==> src/design/hc22_pkg.sv <==
// ----------------------------------------------------------------------------
// hc22_pkg
// Shared types, register codes and arithmetic helpers for the 2x2 Hill cipher
// on bytes.
// ----------------------------------------------------------------------------
package hc22_pkg;

    localparam int CFG_INDEX_W = 3;
    localparam int CFG_DATA_W  = 8;

    localparam logic [CFG_INDEX_W-1:0] CFG_KEY_A = 3'd0;
    localparam logic [CFG_INDEX_W-1:0] CFG_KEY_B = 3'd1;
    localparam logic [CFG_INDEX_W-1:0] CFG_KEY_C = 3'd2;
    localparam logic [CFG_INDEX_W-1:0] CFG_KEY_D = 3'd3;
    localparam logic [CFG_INDEX_W-1:0] CFG_MODE  = 3'd4;

    // Input word: one message byte.
    typedef struct packed {
        logic [7:0] in_byte;
        logic       message_end;
    } t_in_word;

    // Output word: one transformed byte.
    typedef struct packed {
        logic [7:0] out_byte;
        logic       pair_last;
        logic       stream_end;
    } t_out_word;

    // Sequencer that derives the decrypt matrix after a key write.
    typedef enum logic [1:0] {
        KEY_IDLE,
        KEY_DET,
        KEY_INV,
        KEY_COEF
    } t_key_state;

    typedef logic [7:0] t_byte_table [256];

    // Low byte of an 8x8 product, i.e. the product modulo 256.
    function automatic logic [7:0] f_mul8(input logic [7:0] a, input logic [7:0] b);
        logic [15:0] p;
        p = a * b;
        return p[7:0];
    endfunction

    // Multiplicative inverse modulo 256 for every byte; 1 where none exists.
    // Built at elaboration, searched downward so the smallest solution wins.
    function automatic t_byte_table f_build_inv();
        t_byte_table t;
        logic [15:0] p;
        for (int d = 0; d < 256; d++) begin
            t[d] = 8'd1;
            for (int i = 255; i >= 1; i--) begin
                p = 16'(d * i);
                if (p[7:0] == 8'd1) begin
                    t[d] = 8'(i);
                end
            end
        end
        return t;
    endfunction

    localparam t_byte_table INV_TABLE = f_build_inv();

endpackage

==> src/design/hill_cipher_2x2_bytes.sv <==
// ----------------------------------------------------------------------------
// hill_cipher_2x2_bytes
// Pairs a byte stream and multiplies each pair by a 2x2 matrix modulo 256,
// using the key matrix to encrypt or its inverse to decrypt.
// ----------------------------------------------------------------------------
//  Channel | Direction | Handshake          | Word
//  --------+-----------+--------------------+------------------------------
//  in      | input     | valid / stall      | in_byte, message_end
//  out     | output    | valid / stall      | out_byte, pair_last, stream_end
//  cfg     | input     | valid / ready      | register index, 8-bit data
//
// One input word is taken per cycle unless stalled; a completed pair is computed
// in the same cycle and both result words enter a three-entry output queue,
// which drains one word per cycle unless the output stalls. A key write makes
// the block busy for the determinant, inverse lookup and coefficient steps;
// cfg ready and the input stall show it. Reset restores the identity key and
// an empty queue. Input stall rises when the queue could not take two more words.
// ----------------------------------------------------------------------------
module hill_cipher_2x2_bytes (
    input  logic                            i_clk,
    input  logic                            i_rst_n,
    input  logic                            i_in_valid,
    input  hc22_pkg::t_in_word              i_in_data,
    output logic                            o_in_stall,
    output logic                            o_out_valid,
    output hc22_pkg::t_out_word             o_out_data,
    input  logic                            i_out_stall,
    input  logic                            i_cfg_valid,
    output logic                            o_cfg_ready,
    input  logic [hc22_pkg::CFG_INDEX_W-1:0] i_cfg_index,
    input  logic [hc22_pkg::CFG_DATA_W-1:0]  i_cfg_data
);
    import hc22_pkg::*;

    localparam int FIFO_DEPTH = 3;

    logic [7:0] r_key_a, r_key_b, r_key_c, r_key_d;
    logic       r_mode;
    logic [7:0] r_inv_a, r_inv_b, r_inv_c, r_inv_d;
    logic [7:0] r_det, r_inv;
    t_key_state r_key_state, n_key_state;

    logic       r_held_valid;
    logic [7:0] r_held_byte;

    t_out_word  r_fifo [FIFO_DEPTH];
    logic [1:0] r_wr_ptr, r_rd_ptr, r_cnt;

    logic       cfg_write, key_write;
    logic       in_accept, push, pop;
    logic [7:0] x, y, m0, m1, m2, m3, res0, res1;

    function automatic logic [1:0] f_ptr_next(input logic [1:0] p);
        return (p == 2'(FIFO_DEPTH - 1)) ? 2'd0 : p + 2'd1;
    endfunction

    // ---------------- configuration ----------------
    assign o_cfg_ready = (r_key_state == KEY_IDLE);
    assign cfg_write = i_cfg_valid && o_cfg_ready;
    assign key_write = cfg_write && (i_cfg_index == CFG_KEY_A || i_cfg_index == CFG_KEY_B
                                  || i_cfg_index == CFG_KEY_C || i_cfg_index == CFG_KEY_D);

    always_comb begin
        n_key_state = r_key_state;
        case (r_key_state)
            KEY_IDLE: begin
                if (key_write) begin
                    n_key_state = KEY_DET;
                end
            end
            KEY_DET:  n_key_state = KEY_INV;
            KEY_INV:  n_key_state = KEY_COEF;
            KEY_COEF: n_key_state = KEY_IDLE;
            default:  n_key_state = KEY_IDLE;
        endcase
    end

    always_ff @(posedge i_clk) begin
        if (!i_rst_n) begin
            r_key_state <= KEY_IDLE;
            r_key_a     <= 8'd1;
            r_key_b     <= 8'd0;
            r_key_c     <= 8'd0;
            r_key_d     <= 8'd1;
            r_mode      <= 1'b0;
            r_inv_a     <= 8'd1;
            r_inv_b     <= 8'd0;
            r_inv_c     <= 8'd0;
            r_inv_d     <= 8'd1;
        end else begin
            r_key_state <= n_key_state;
            if (cfg_write) begin
                case (i_cfg_index)
                    CFG_KEY_A: r_key_a <= i_cfg_data;
                    CFG_KEY_B: r_key_b <= i_cfg_data;
                    CFG_KEY_C: r_key_c <= i_cfg_data;
                    CFG_KEY_D: r_key_d <= i_cfg_data;
                    CFG_MODE:  r_mode  <= i_cfg_data[0];
                    default: ;
                endcase
            end
            if (r_key_state == KEY_COEF) begin
                r_inv_a <= f_mul8(r_inv, r_key_d);
                r_inv_b <= 8'd0 - f_mul8(r_inv, r_key_b);
                r_inv_c <= 8'd0 - f_mul8(r_inv, r_key_c);
                r_inv_d <= f_mul8(r_inv, r_key_a);
            end
        end
    end

    // Determinant and its inverse are plain data registers of the sequencer.
    always_ff @(posedge i_clk) begin
        if (r_key_state == KEY_DET) begin
            r_det <= f_mul8(r_key_a, r_key_d) - f_mul8(r_key_b, r_key_c);
        end
        if (r_key_state == KEY_INV) begin
            r_inv <= INV_TABLE[r_det];
        end
    end

    // ---------------- data path ----------------
    assign pop        = o_out_valid && !i_out_stall;
    assign o_in_stall = (r_key_state != KEY_IDLE) || (r_cnt == 2'd3)
                     || (r_cnt == 2'd2 && !pop);
    assign in_accept  = i_in_valid && !o_in_stall;
    assign push       = in_accept && (r_held_valid || i_in_data.message_end);

    always_comb begin
        x = r_held_valid ? r_held_byte : i_in_data.in_byte;
        y = r_held_valid ? i_in_data.in_byte : 8'd0;
        m0 = r_mode ? r_inv_a : r_key_a;
        m1 = r_mode ? r_inv_b : r_key_b;
        m2 = r_mode ? r_inv_c : r_key_c;
        m3 = r_mode ? r_inv_d : r_key_d;
        res0 = f_mul8(m0, x) + f_mul8(m1, y);
        res1 = f_mul8(m2, x) + f_mul8(m3, y);
    end

    always_ff @(posedge i_clk) begin
        if (!i_rst_n) begin
            r_held_valid <= 1'b0;
            r_held_byte  <= 8'd0;
            r_wr_ptr     <= 2'd0;
            r_rd_ptr     <= 2'd0;
            r_cnt        <= 2'd0;
        end else begin
            if (in_accept) begin
                // A lone first byte is held unless it also ends the message.
                r_held_valid <= !r_held_valid && !i_in_data.message_end;
                r_held_byte  <= (!r_held_valid && !i_in_data.message_end)
                              ? i_in_data.in_byte : 8'd0;
            end
            if (push) begin
                r_wr_ptr <= f_ptr_next(f_ptr_next(r_wr_ptr));
            end
            if (pop) begin
                r_rd_ptr <= f_ptr_next(r_rd_ptr);
            end
            r_cnt <= r_cnt - {1'b0, pop} + (push ? 2'd2 : 2'd0);
        end
    end

    always_ff @(posedge i_clk) begin
        if (push) begin
            r_fifo[r_wr_ptr]             <= '{out_byte: res0, pair_last: 1'b0,
                                              stream_end: 1'b0};
            r_fifo[f_ptr_next(r_wr_ptr)] <= '{out_byte: res1, pair_last: 1'b1,
                                              stream_end: i_in_data.message_end};
        end
    end

    assign o_out_valid = (r_cnt != 2'd0);
    assign o_out_data  = r_fifo[r_rd_ptr];

endmodule

==> config.mk <==
export PLATFORM = sky130hd
export DESIGN_NAME = hill_cipher_2x2_bytes
export DESIGN_NICKNAME = d
export VERILOG_FILES = /design/src/design/hc22_pkg.sv /design/src/design/hill_cipher_2x2_bytes.sv
export SDC_FILE = /design/constraint.sdc
export NUM_CORES = 1
export LEC_CHECK = 0
export BUFFER_PORTS_ARGS = -buffer_cell sky130_fd_sc_hd__clkbuf_2
export CAP_MARGIN = 40
export CORE_AREA = 2 2 169 171
export DETAILED_ROUTE_END_ITERATION = 8
export DIE_AREA = 0 0 171 173
export PLACE_DENSITY_LB_ADDON = 0.15
export SETUP_SLACK_MARGIN = 0.02
export SLEW_MARGIN = 5
export SYNTH_ARGS = -nofsm -noshare
export SYNTH_HDL_FRONTEND = slang
export SYNTH_SLANG_ARGS = --single-unit
==> constraint.sdc <==
create_clock -name i_clk -period 9.5 [get_ports i_clk]
set_clock_uncertainty 0.15 [all_clocks]
set_input_delay 0.475 -clock i_clk [delete_from_list [all_inputs] [get_ports i_clk]]
set_output_delay 0.475 -clock i_clk [all_outputs]
set_load 0.02 [all_outputs]
# Yosys cells after proc, flatten, opt, wreduce, memory -nomap -nowiden
# Memories as Yosys holds them, arrays and structs flattened. A register that Yosys moved wholly into a read port is not among the register bits.
# Cells that the tools add are included.
[word_totals] reg_bits=90 ram_bits=30 mem_bits_ro=2048 inputBits=25 output_inout_bits=13 wordCells=96 n_memories=2
[memory_table] name="(no name shown)" depth=256 word_bits=8 rd=1 rd_clocked_by_memory_dff=1 wr=0 line="hill_cipher_2x2_bytes.sv:117" rtl="r_inv <= INV_TABLE[r_det];"
[memory_table] name="r_fifo" depth=3 word_bits=10 rd=1 rd_clocked_by_memory_dff=1 wr=2 line="hill_cipher_2x2_bytes.sv:46" rtl="t_out_word r_fifo [FIFO_DEPTH];"
[op_classes] n_addsub=10 multipliers=10 n_eq_ne=13 mux=17 bitwise_logic=1 n_reduce_logical=27
[op_table] operator="multiplier 8 x 8 -> 8 bit" count=10
[op_table] operator="two-way mux 8 bit" count=7
[op_table] operator="adder 8 bit" count=2
[op_table] operator="subtractor 1 x 8 -> 8 bit, first input constant" count=2
[op_table] operator="equality test 2 bit, second input constant" count=7
[op_table] operator="two-way mux 2 bit" count=7
[op_table] operator="AND reduction 2 bit" count=5
[op_table] operator="NOT 8 -> 9 bit" count=1
[op_table] operator="case mux 2 bit (4 select lines)" count=1
[op_table] operator="subtractor 8 bit" count=1
[op_table] operator="logical AND 1 bit" count=7
[op_table] operator="adder 2 x 1 -> 2 bit, second input constant" count=3
[op_table] operator="equality test 3 x 2 -> 1 bit, second input constant" count=2
[op_table] operator="logical OR 1 bit" count=6
[op_table] operator="zero test 1 bit" count=5
[op_table] operator="nonzero test 2 bit" count=2
[op_table] operator="equality test 3 x 1 -> 1 bit, second input constant" count=1
[op_table] operator="equality test 3 bit, second input constant" count=1
[op_table] operator="zero test 3 bit" count=1
[op_table] operator="adder 2 bit" count=1
[op_table] operator="equality test 2 x 1 -> 1 bit, second input constant" count=1
[op_table] operator="zero test 2 bit" count=1
[op_table] operator="two-way mux 1 bit" count=2
[op_table] operator="inequality test 2 x 1 -> 1 bit, second input constant" count=1
[op_table] operator="subtractor 2 x 1 -> 2 bit" count=1

# Logic depth before layout (Yosys ltp)
# Gate-level depths: netlist of the first run.
[logic_depth] ltp_word=10 depth_mapped=23 ltp_nobuf=20

# Least setup slack after synthesis of the first run
# OpenSTA, ideal clock, no wires.
[synth_path] kind="register -> register" from="register r_mode" to="memory r_fifo[1][9] (netlist name), data pin" arrival_time_ns=5.403 t_required_ns=9.192 slack_ns=3.789 stages_incl_launch_ff=22 period_less_slack_ns=5.711 path_cell_list="dfxtp_1 > buf_6 > buf_6 > buf_8 > mux2_2 > nand2_1 > fa_1 > fa_1 > fa_1 > inv_1 > fa_1 > inv_1 > fa_1 > fa_1 > xnor2_1 > xnor2_1 > xnor2_1 > xnor2_1 > xnor2_1 > xnor3_1 > nor2b_1 > a211oi_2"
[synth_rtl] item="start, declared" line="hill_cipher_2x2_bytes.sv:38" rtl="logic r_mode;"
[synth_rtl] item="start signal, assigned" line="hill_cipher_2x2_bytes.sv:98" rtl="CFG_MODE: r_mode <= i_cfg_data[0];"
[synth_rtl] item="end, declared" line="hill_cipher_2x2_bytes.sv:46"

==> summary.md, run 1 <==
| Metric | Value |
|---|---|
| Worst hold path class | input port to flip-flop |
| Register bit total from synthesis | 129 |
| DRC Markers | 0 |
| Root buffer cell | clkbuf_16 |
| Worst Slack Setup Final | 2.949 ns |
| First-pass GRT wire length | 59530 microns |
| Max Fclk | 152.6 MHz |
| Post-synth top flop | dfxtp_1 |
| Commonest non-fill, non-tap cells in the layout | inv_1, nand2_1, ha_1 |
| Async set-reset flop share out of synthesis | 0% |
| Post-synth EDFFs | 42 |
| Combinational power share | 37.3% |
| Internal power | 1465 uW |
| Multi-input logic area | 11020 sq um |
| CTS tree | yes |
| Warning count from the yosys run | 0 |
| Number of buffers created by CTS | 17 |
| Worst VDD drop | about 120 uV |
| TritonCTS Sinks | roughly 130 |
| Mapped Area | 15250 sq um |
| RSZ-0062 raised after global routing | false |
| Net Sw Frac | 37.18% |
| Status | complete, no violations |
| Arr. time, crit path | 6.67 ns |
| Ports | 38 |
| Syn Area/Cell | 9.144 sq um |
| Layout cells sized above 1 | 7.660% |
| Final WL | 36520 microns |
| Hpwl dp | 27920 microns |
| Slew Viols, Final | 0 |
| Post-Syn Nets | 2020 |
| Post-CTS Setup Inserts | 0 |
| Cell Chain, Critical Path | buf_4 -> mux2i_2 -> or2_2 -> fa_1 -> fa_1 -> fa_1 -> inv_1 -> fa_1 -> inv_1 -> fa_1 -> fa_1 -> xnor2_1 -> xnor2_1 -> xnor2_1 -> xnor2_1 -> xnor2_1 -> xnor3_1 -> nor2b_1 -> a211oi_2 |
| Placed cells | ~2000 |
| Startpoint type of the worst setup path | flip-flop |
| Crit. End Element | flip-flop |
| ANT nets after route | 0 |
| Initial antenna violation count | 0 |
| Worst Max-Slew Pin Slew | slightly below 0.9 ns |
| Clock Pin Slew Worst Setup and Hold Paths | 0.06 ns |
| DIE WIDTH | 171 microns |
| Fin util | 59.32% |
| Post-route cell area | 16390 sq um |
| Most frequent CP cell | fa_1 |
| PostCTS Resize Cnt | 0 |
| Power per cell area | 142.3 nW/um^2 |
| Vias in the first global route | approximately 11000 |
| Final Setup Violations | 0 |
| Clock Tree Buf Depth | 2 |
| Total core area | 27630 sq um |
| DR WL/cell | 17.71 microns |
| Hold Fails Final Rpt | 0 |
| Hold Buf Count CTS | 0 |
| CP max-delay cell | dfxtp_2 |
| Storage element area | 3004 sq um |
| Congestion Overflow GR | 0 |
| Place WS | 2.988 ns |
| Register area share after synthesis | 19.69% |
| Register share of total power | 32.1% |
| Most common cell after layout, fill and taps aside | inv_1 |
| Clock Power Share | 30.7% |
| Syn Inst Count | 1668 |
| Required time of the critical path | ~9.6 ns |
| H-tree lvl count | 4 |
| Leakage power total | 0.007307 uW |
| Fin crit period | 6.551 ns |
| First-pass DRT Iterations | 5 |
| Area grow syn2layout | 7.457% |
| Gp weighted congestion | 0.9069 |
| Die Y | about 170 microns |
| Fillers | approximately 2500 |
| Max cap viols | 0 |
| Largest net degree at the start of global routing | 83 |
| Area after DPL | 15750 sq um |
| Cell variety after synth | 47 |
| PortBufs | 37 |
| WS Path Type | flip-flop to flip-flop |
| Fin crit share | 68.96% |
| Vias | 10850 |
| Nets | 2023 |
| Max_slew headroom | 41.61% |
| Post-Route Setup TNS | 0 ns |
| Clk_lat worst skew | roughly 0.43 ns |
| Num rows | 61 |
| Non-filler cells, final | 2062 |
| P_sw | 867.3 uW |
| Tot GR Track Use | 26.01% |
| 1st-iter DRT viols | 663 |
| Ant diodes | 0 |
| Via density | 5.260 |
| Worst stage delay on the critical path | 0.55 ns |
| Crit path max fanout | 27 |
| Initial Utilization | 55.20% |
| DIE AREA | 29580 sq um |
cells in the mapped netlist, types with 3 or more instances:
master | number | share of area [%]
mux2_2 | 11 | 0.81
fa_1 | 143 | 19
ha_1 | 184 | 15
o22ai_1 | 5 | 0.21
o211a_1 | 10 | 0.66
edfxtp_1 | 42 | 8.3
xnor2_1 | 141 | 8.1
and3_1 | 4 | 0.16
a22o_1 | 10 | 0.57
or3_1 | 4 | 0.16
nor2b_1 | 57 | 2.3
inv_1 | 241 | 5.9
o21ai_0 | 17 | 0.56
nor3_1 | 3 | 0.098
nand2_1 | 199 | 4.9
a21o_1 | 13 | 0.64
mux2i_4 | 4 | 0.59
and2_1 | 81 | 3.3
mux2i_2 | 8 | 0.72
clkbuf_1 | 60 | 1.5
a21boi_0 | 14 | 0.69
xor2_1 | 29 | 1.7
mux2i_1 | 96 | 6.3
nor2_1 | 129 | 3.2
dfxtp_1 | 87 | 11
nand3_1 | 11 | 0.36
o21bai_1 | 3 | 0.15
a21oi_1 | 22 | 0.72
buf_6 | 4 | 0.30
or2_2 | 14 | 0.57
cells by family (layout without fill, tap and decap cells):
logic type	count (synthesis)	count (layout)	share of synthesized area [%]
multiplexers	120	120	8.523
AO/OA/AOI/OAI	102	102	4.610
flip-flops	129	129	19.69
buffers and inverters	311	327	8.064
adder cells (fa/ha/maj)	327	327	33.86
XOR/XNOR	171	171	9.910
AND/OR/NAND/NOR	508	508	15.34
power by group through the flow:
| stage | clock network (uW) | registers [uW] | logic [uW] |
|---|---|---|---|
| global placement | 0 | 763 | 844 |
| global route | 746 | 758 | 979 |
| floorplan | 0 | 705 | 684 |
| finish | 715 | 748 | 870 |
| detailed placement | 0 | 760 | 874 |
| CTS | 722 | 748 | 878 |
per-stage QoR:
step	hold slack, ns	total power, uW
after floorplan	0.2721	1388
after global placement	0.2820	1607
final	0.2043	2333
after CTS	0.1891	2349
after detailed placement	0.3037	1634
after global routing	0.1979	2483
path summary, 6_finish.rpt:
kind | to | cells past startpoint | start | slack, ns
worst min register to register | r_fifo[1][1] | 2 | r_fifo[1][1] | 0.31
worst max-delay path | r_fifo[1][9] | 19 | r_mode | 2.95
worst min-delay path | r_held_byte[6] | 3 | i_in_data[7] | 0.20
worst max register to register | r_fifo[1][9] | 19 | r_mode | 2.95
flip-flops by register name (all words and copies together) (netlist names), named ones only:
| name | flops |
|---|---|
| r_key_state | 2 |
| r_inv_a | 8 |
| r_key_c | 8 |
| r_key_d | 8 |
| r_wr_ptr | 2 |
| r_cnt | 2 |
| r_mode | 1 |
| r_held_valid | 1 |
| r_held_byte | 8 |
| r_det | 8 |
| r_inv_c | 8 |
| r_fifo | 30 |
| r_key_b | 8 |
| r_rd_ptr | 2 |
| r_key_a | 8 |
| r_inv | 7 |
| r_inv_b | 8 |
| r_inv_d | 8 |
layer usage:
metal / wire (microns) / vias up / share of wire, % / global-route usage (%)
met2: 18040 / 265 / 49 / 44.10
li1: - / 5241 / - / -
met4: 909 / 0 / 2.5 / 7.768
met1: 16080 / 5286 / 44 / 34.70
met5: 0 / - / 0 / 0
met3: 1494 / 55 / 4.1 / 3.204
worst max-delay path: cells and delay by family (launching register included):
family / cells / cell delay (ns)
and+or+nand+nor: 2 / 0.37
xor gates and xnor gates: 6 / 1.11
adders and majority gates: 6 / 2.85
DFF: 1 / 0.55
muxes: 1 / 0.51
buffers and inverters: 3 / 0.59
AOI/OAI and AO/OA: 1 / 0.22
area by class of cell:
cell class                 instances  share of cell area (%)
clock inverter                    11                  0.8321
clock buffer                      21                   3.077
sequential                       129                   18.33
tap                              378                   2.886
inverter                         241                   5.519
timing repair buffer              54                   2.107
multi-input combinational       1228                   67.25
No activity file was read; power rests on OpenSTA's default activity.
==> inputs of run 2 (changes only) <==
- clock period: 9.5 -> 6.33 ns (I/O delays scaled with it)
==> run 2 against run 1 <==
Critical path depth down 1. Register-to-register slack worse by 2.6 ns. Utilization up 0.49 points. Critical path type unchanged. Sequential share of layout area down 0.15 points. Combinational power up 53%. Die area unchanged. Global-route usage up 0.47 points. Sequential power up 51%. Fmax up 9.4%. Count of clock-buffer cells in the layout down 3. First-iteration DRC count down 9.5%.
==> summary.md, run 2 (synthesis gave the netlist of run 1 again) <==
| Metric | Value |
|---|---|
| Clock Tree Buf Depth | 2 (unchanged) |
| Clk_lat worst skew | 0.44 ns (about the same) |
| Largest net degree at the start of global routing | 83 (unchanged) |
| Clock Power Share | 29.6% (-1.1 points) |
| Hpwl dp | 29300 microns (+4.9%) |
| Hold Buf Count CTS | 0 (unchanged) |
| DIE AREA | 29580 sq um (unchanged) |
| Vias in the first global route | 11140 (+0.49%) |
| Die Y | 173 microns (unchanged) |
| Initial antenna violation count | 1 (+1) |
| PortBufs | 37 (unchanged) |
| Met2 usage | 44.47% (+0.37 points) |
| Status | complete, no violations |
| Worst Max-Slew Pin Slew | 0.8518 ns (-0.02284 ns) |
| Ant diodes | 0 (unchanged) |
| Most common cell after layout, fill and taps aside | inv_1 |
| Required time of the critical path | 6.44 ns (-3.17 ns) |
| Met3 Use GR | 3.502% (+0.30 points) |
| Routing usage on met1 | 34.23% (-0.47 points) |
| Max cap viols | 0 (unchanged) |
| Largest register by flop count | r_fifo |
| Fin crit share | 94.63% (+26 points) |
| Nets | 2050 (+1.3%) |
| Max Fclk | 166.9 MHz (+9.4%) |
| Storage element area | 3004 sq um (unchanged) |
| Final Setup Violations | 0 (unchanged) |
| Worst Slack Setup Final | 0.3399 ns (-2.609 ns) |
| Hold Fails Final Rpt | 0 (unchanged) |
| Cell Chain, Critical Path | buf_4 -> mux2i_1 -> or2_2 -> fa_1 -> inv_1 -> fa_1 -> fa_1 -> fa_1 -> inv_1 -> fa_1 -> fa_1 -> inv_1 -> ha_1 -> a21oi_1 -> xnor2_1 -> xnor3_1 -> nor2b_1 -> a211oi_2 |
| Post-Route Setup TNS | 0 ns (unchanged) |
| Leakage power total | 0.007417 uW (+1.5%) |
| DR WL/cell | 17.97 microns (+1.4%) |
| Worst hold path class | input port to flip-flop |
| Total core area | 27630 sq um (unchanged) |
| Worst VDD drop | 174.2 uV (+47%) |
| H-tree lvl count | 4 (unchanged) |
| First-pass DRT Iterations | 5 (unchanged) |
| Register share of total power | 32.3% (+0.2 points) |
| 1st-iter DRT viols | 600 (-9.5%) |
| Number of buffers created by CTS | 17 (unchanged) |
| Slew Viols, Final | 0 (unchanged) |
| Congestion Overflow GR | 0 (unchanged) |
| Worst R2R Setup Slack | 0.34 ns (-2.61 ns) |
| Power per cell area | 210.8 nW/um^2 (+48%) |
| CP max-delay cell | dfxtp_2 |
| Tot GR Track Use | 26.48% (+0.47 points) |
| DIE WIDTH | 171 microns (unchanged) |
| GR peak layer | met2 |
| Layout cells sized above 1 | 9.117% (+1.5 points) |
| CP startpoint | r_mode |
| Max reg flops | 30 (unchanged) |
| Num rows | 61 (unchanged) |
| WS Path Type | flip-flop to flip-flop |
| Ports | 38 (unchanged) |
| Worst Reg2Reg Path Length in Cells | 18 (-1) |
| Fin crit period | 5.990 ns (-0.5609 ns) |
| Worst r2r dst | r_fifo[1][9] |
| Max_slew headroom | 43.22% (+1.6 points) |
| Final WL | 37530 microns (+2.8%) |
| Place WS | 0.3885 ns (-2.599 ns) |
| PostCTS Resize Cnt | 0 (unchanged) |
| Root buffer cell | clkbuf_16 |
| Net Sw Frac | 38.41% (+1.2 points) |
| Fillers | 2501 (+1.6%) |
| Reg-to-Reg Start | r_mode |
| Multi-input logic area | 11020 sq um (unchanged) |
| Gp weighted congestion | 0.9247 (+2.0%) |
| Commonest non-fill, non-tap cells in the layout | inv_1, nand2_1, ha_1 |
| ANT nets after route | 0 (unchanged) |
| Arr. time, crit path | 6.10 ns (-0.57 ns) |
| DRC Markers | 0 (unchanged) |
| Via density | 5.254 (-0.12%) |
| RSZ-0062 raised after global routing | false |
| Worst stage delay on the critical path | 0.53 ns (-0.02 ns) |
| Startpoint type of the worst setup path | flip-flop |
| Post-CTS Setup Inserts | 0 (unchanged) |
| P_sw | 1338 uW (+54%) |
| Initial Utilization | 55.20% (unchanged) |
| Internal power | 2146 uW (+46%) |
| Pwr Total | 3484 uW (+49%) |
| First-pass GRT wire length | 60380 microns (+1.4%) |
| Crit path max fanout | 12 (-56%) |
| Most frequent CP cell | fa_1 |
| Combinational power share | 38.0% (+0.7 points) |
| CTS tree | yes |
| Vias | 10980 (+1.2%) |
| Worst Setup EP | r_fifo[1][9] |
| Crit. End Element | flip-flop |
| Clock Pin Slew Worst Setup and Hold Paths | 0.08 ns (+0.02 ns) |
| TritonCTS Sinks | 129 (unchanged) |
| Area grow syn2layout | 8.351% |
==> run 2: cell count changes in the layout (fill, tap and decap cells not counted), sizes merged <==
cell | before | now
buf | 17 | 44
clkbuf | 58 | 55
inv | 246 | 249
==> run 2: worst min path at each step <==
stage | start | end | slack (ns) | cells past startpoint
floorplan | r_fifo[1][1] | r_fifo[1][1] | 0.27 | 2
global placement | r_fifo[1][1] | r_fifo[1][1] | 0.28 | 2
detailed placement | r_fifo[1][1] | r_fifo[1][1] | 0.29 | 2
CTS | i_in_data[5] | r_held_byte[4] | 0.03 | 3
global route | i_in_data[8] | r_held_byte[7] | 0.05 | 3
finish | i_in_data[5] | r_held_byte[4] | 0.05 | 3
==> run 2: stage by stage <==
stage,utilization (%),hold slack [ns],cell area (sq um),cells
2_1_floorplan,-,0.2721,15250,1668
3_3_place_gp,57.54,0.2847,15900,2054
3_5_place_dp,57.64,0.2906,15930,2057
4_1_cts,59.81,0.02762,16530,2089
5_1_grt,59.81,0.05195,16530,2089
6_report,59.81,0.04711,16530,2089
==> run 2: power groups by stage <==
| stage | logic, uW | clock network, uW | registers [uW] |
|---|---|---|---|
| after floorplan | 1030 | 0 | 1060 |
| after global placement | 1290 | 0 | 1140 |
| after detailed placement | 1330 | 0 | 1140 |
| after CTS | 1330 | 1050 | 1130 |
| after global routing | 1470 | 1070 | 1140 |
| final | 1330 | 1030 | 1130 |
==> run 2: final cells by class <==
type	instances	area share, %
Clock buffer	18	2.597
Clock inverter	14	1.030
Inverter	241	5.474
Sequential cell	129	18.18
Tap cell	378	2.862
Timing Repair Buffer	81	3.165
Multi-Input combinational cell	1228	66.69
==> run 2: worst max-delay path: cells and delay by family, from the launching register on <==
family	cells	cell delay (ns)
and+or+nand+nor	2	0.52
DFF	1	0.53
AOI/OAI and AO/OA	2	0.41
buffers and inverters	4	0.47
xor gates and xnor gates	2	0.44
adders and majority gates	7	3.07
muxes	1	0.22
==> run 2: layer usage <==
metal / wire, microns / vias to the layer above / part of all wire (%)
li1: - / 5297 / -
met1: 16330 / 5353 / 44
met2: 18170 / 266 / 48
met3: 1503 / 58 / 4.0
met4: 1515 / 2 / 4.0
met5: 16 / - / 0.043
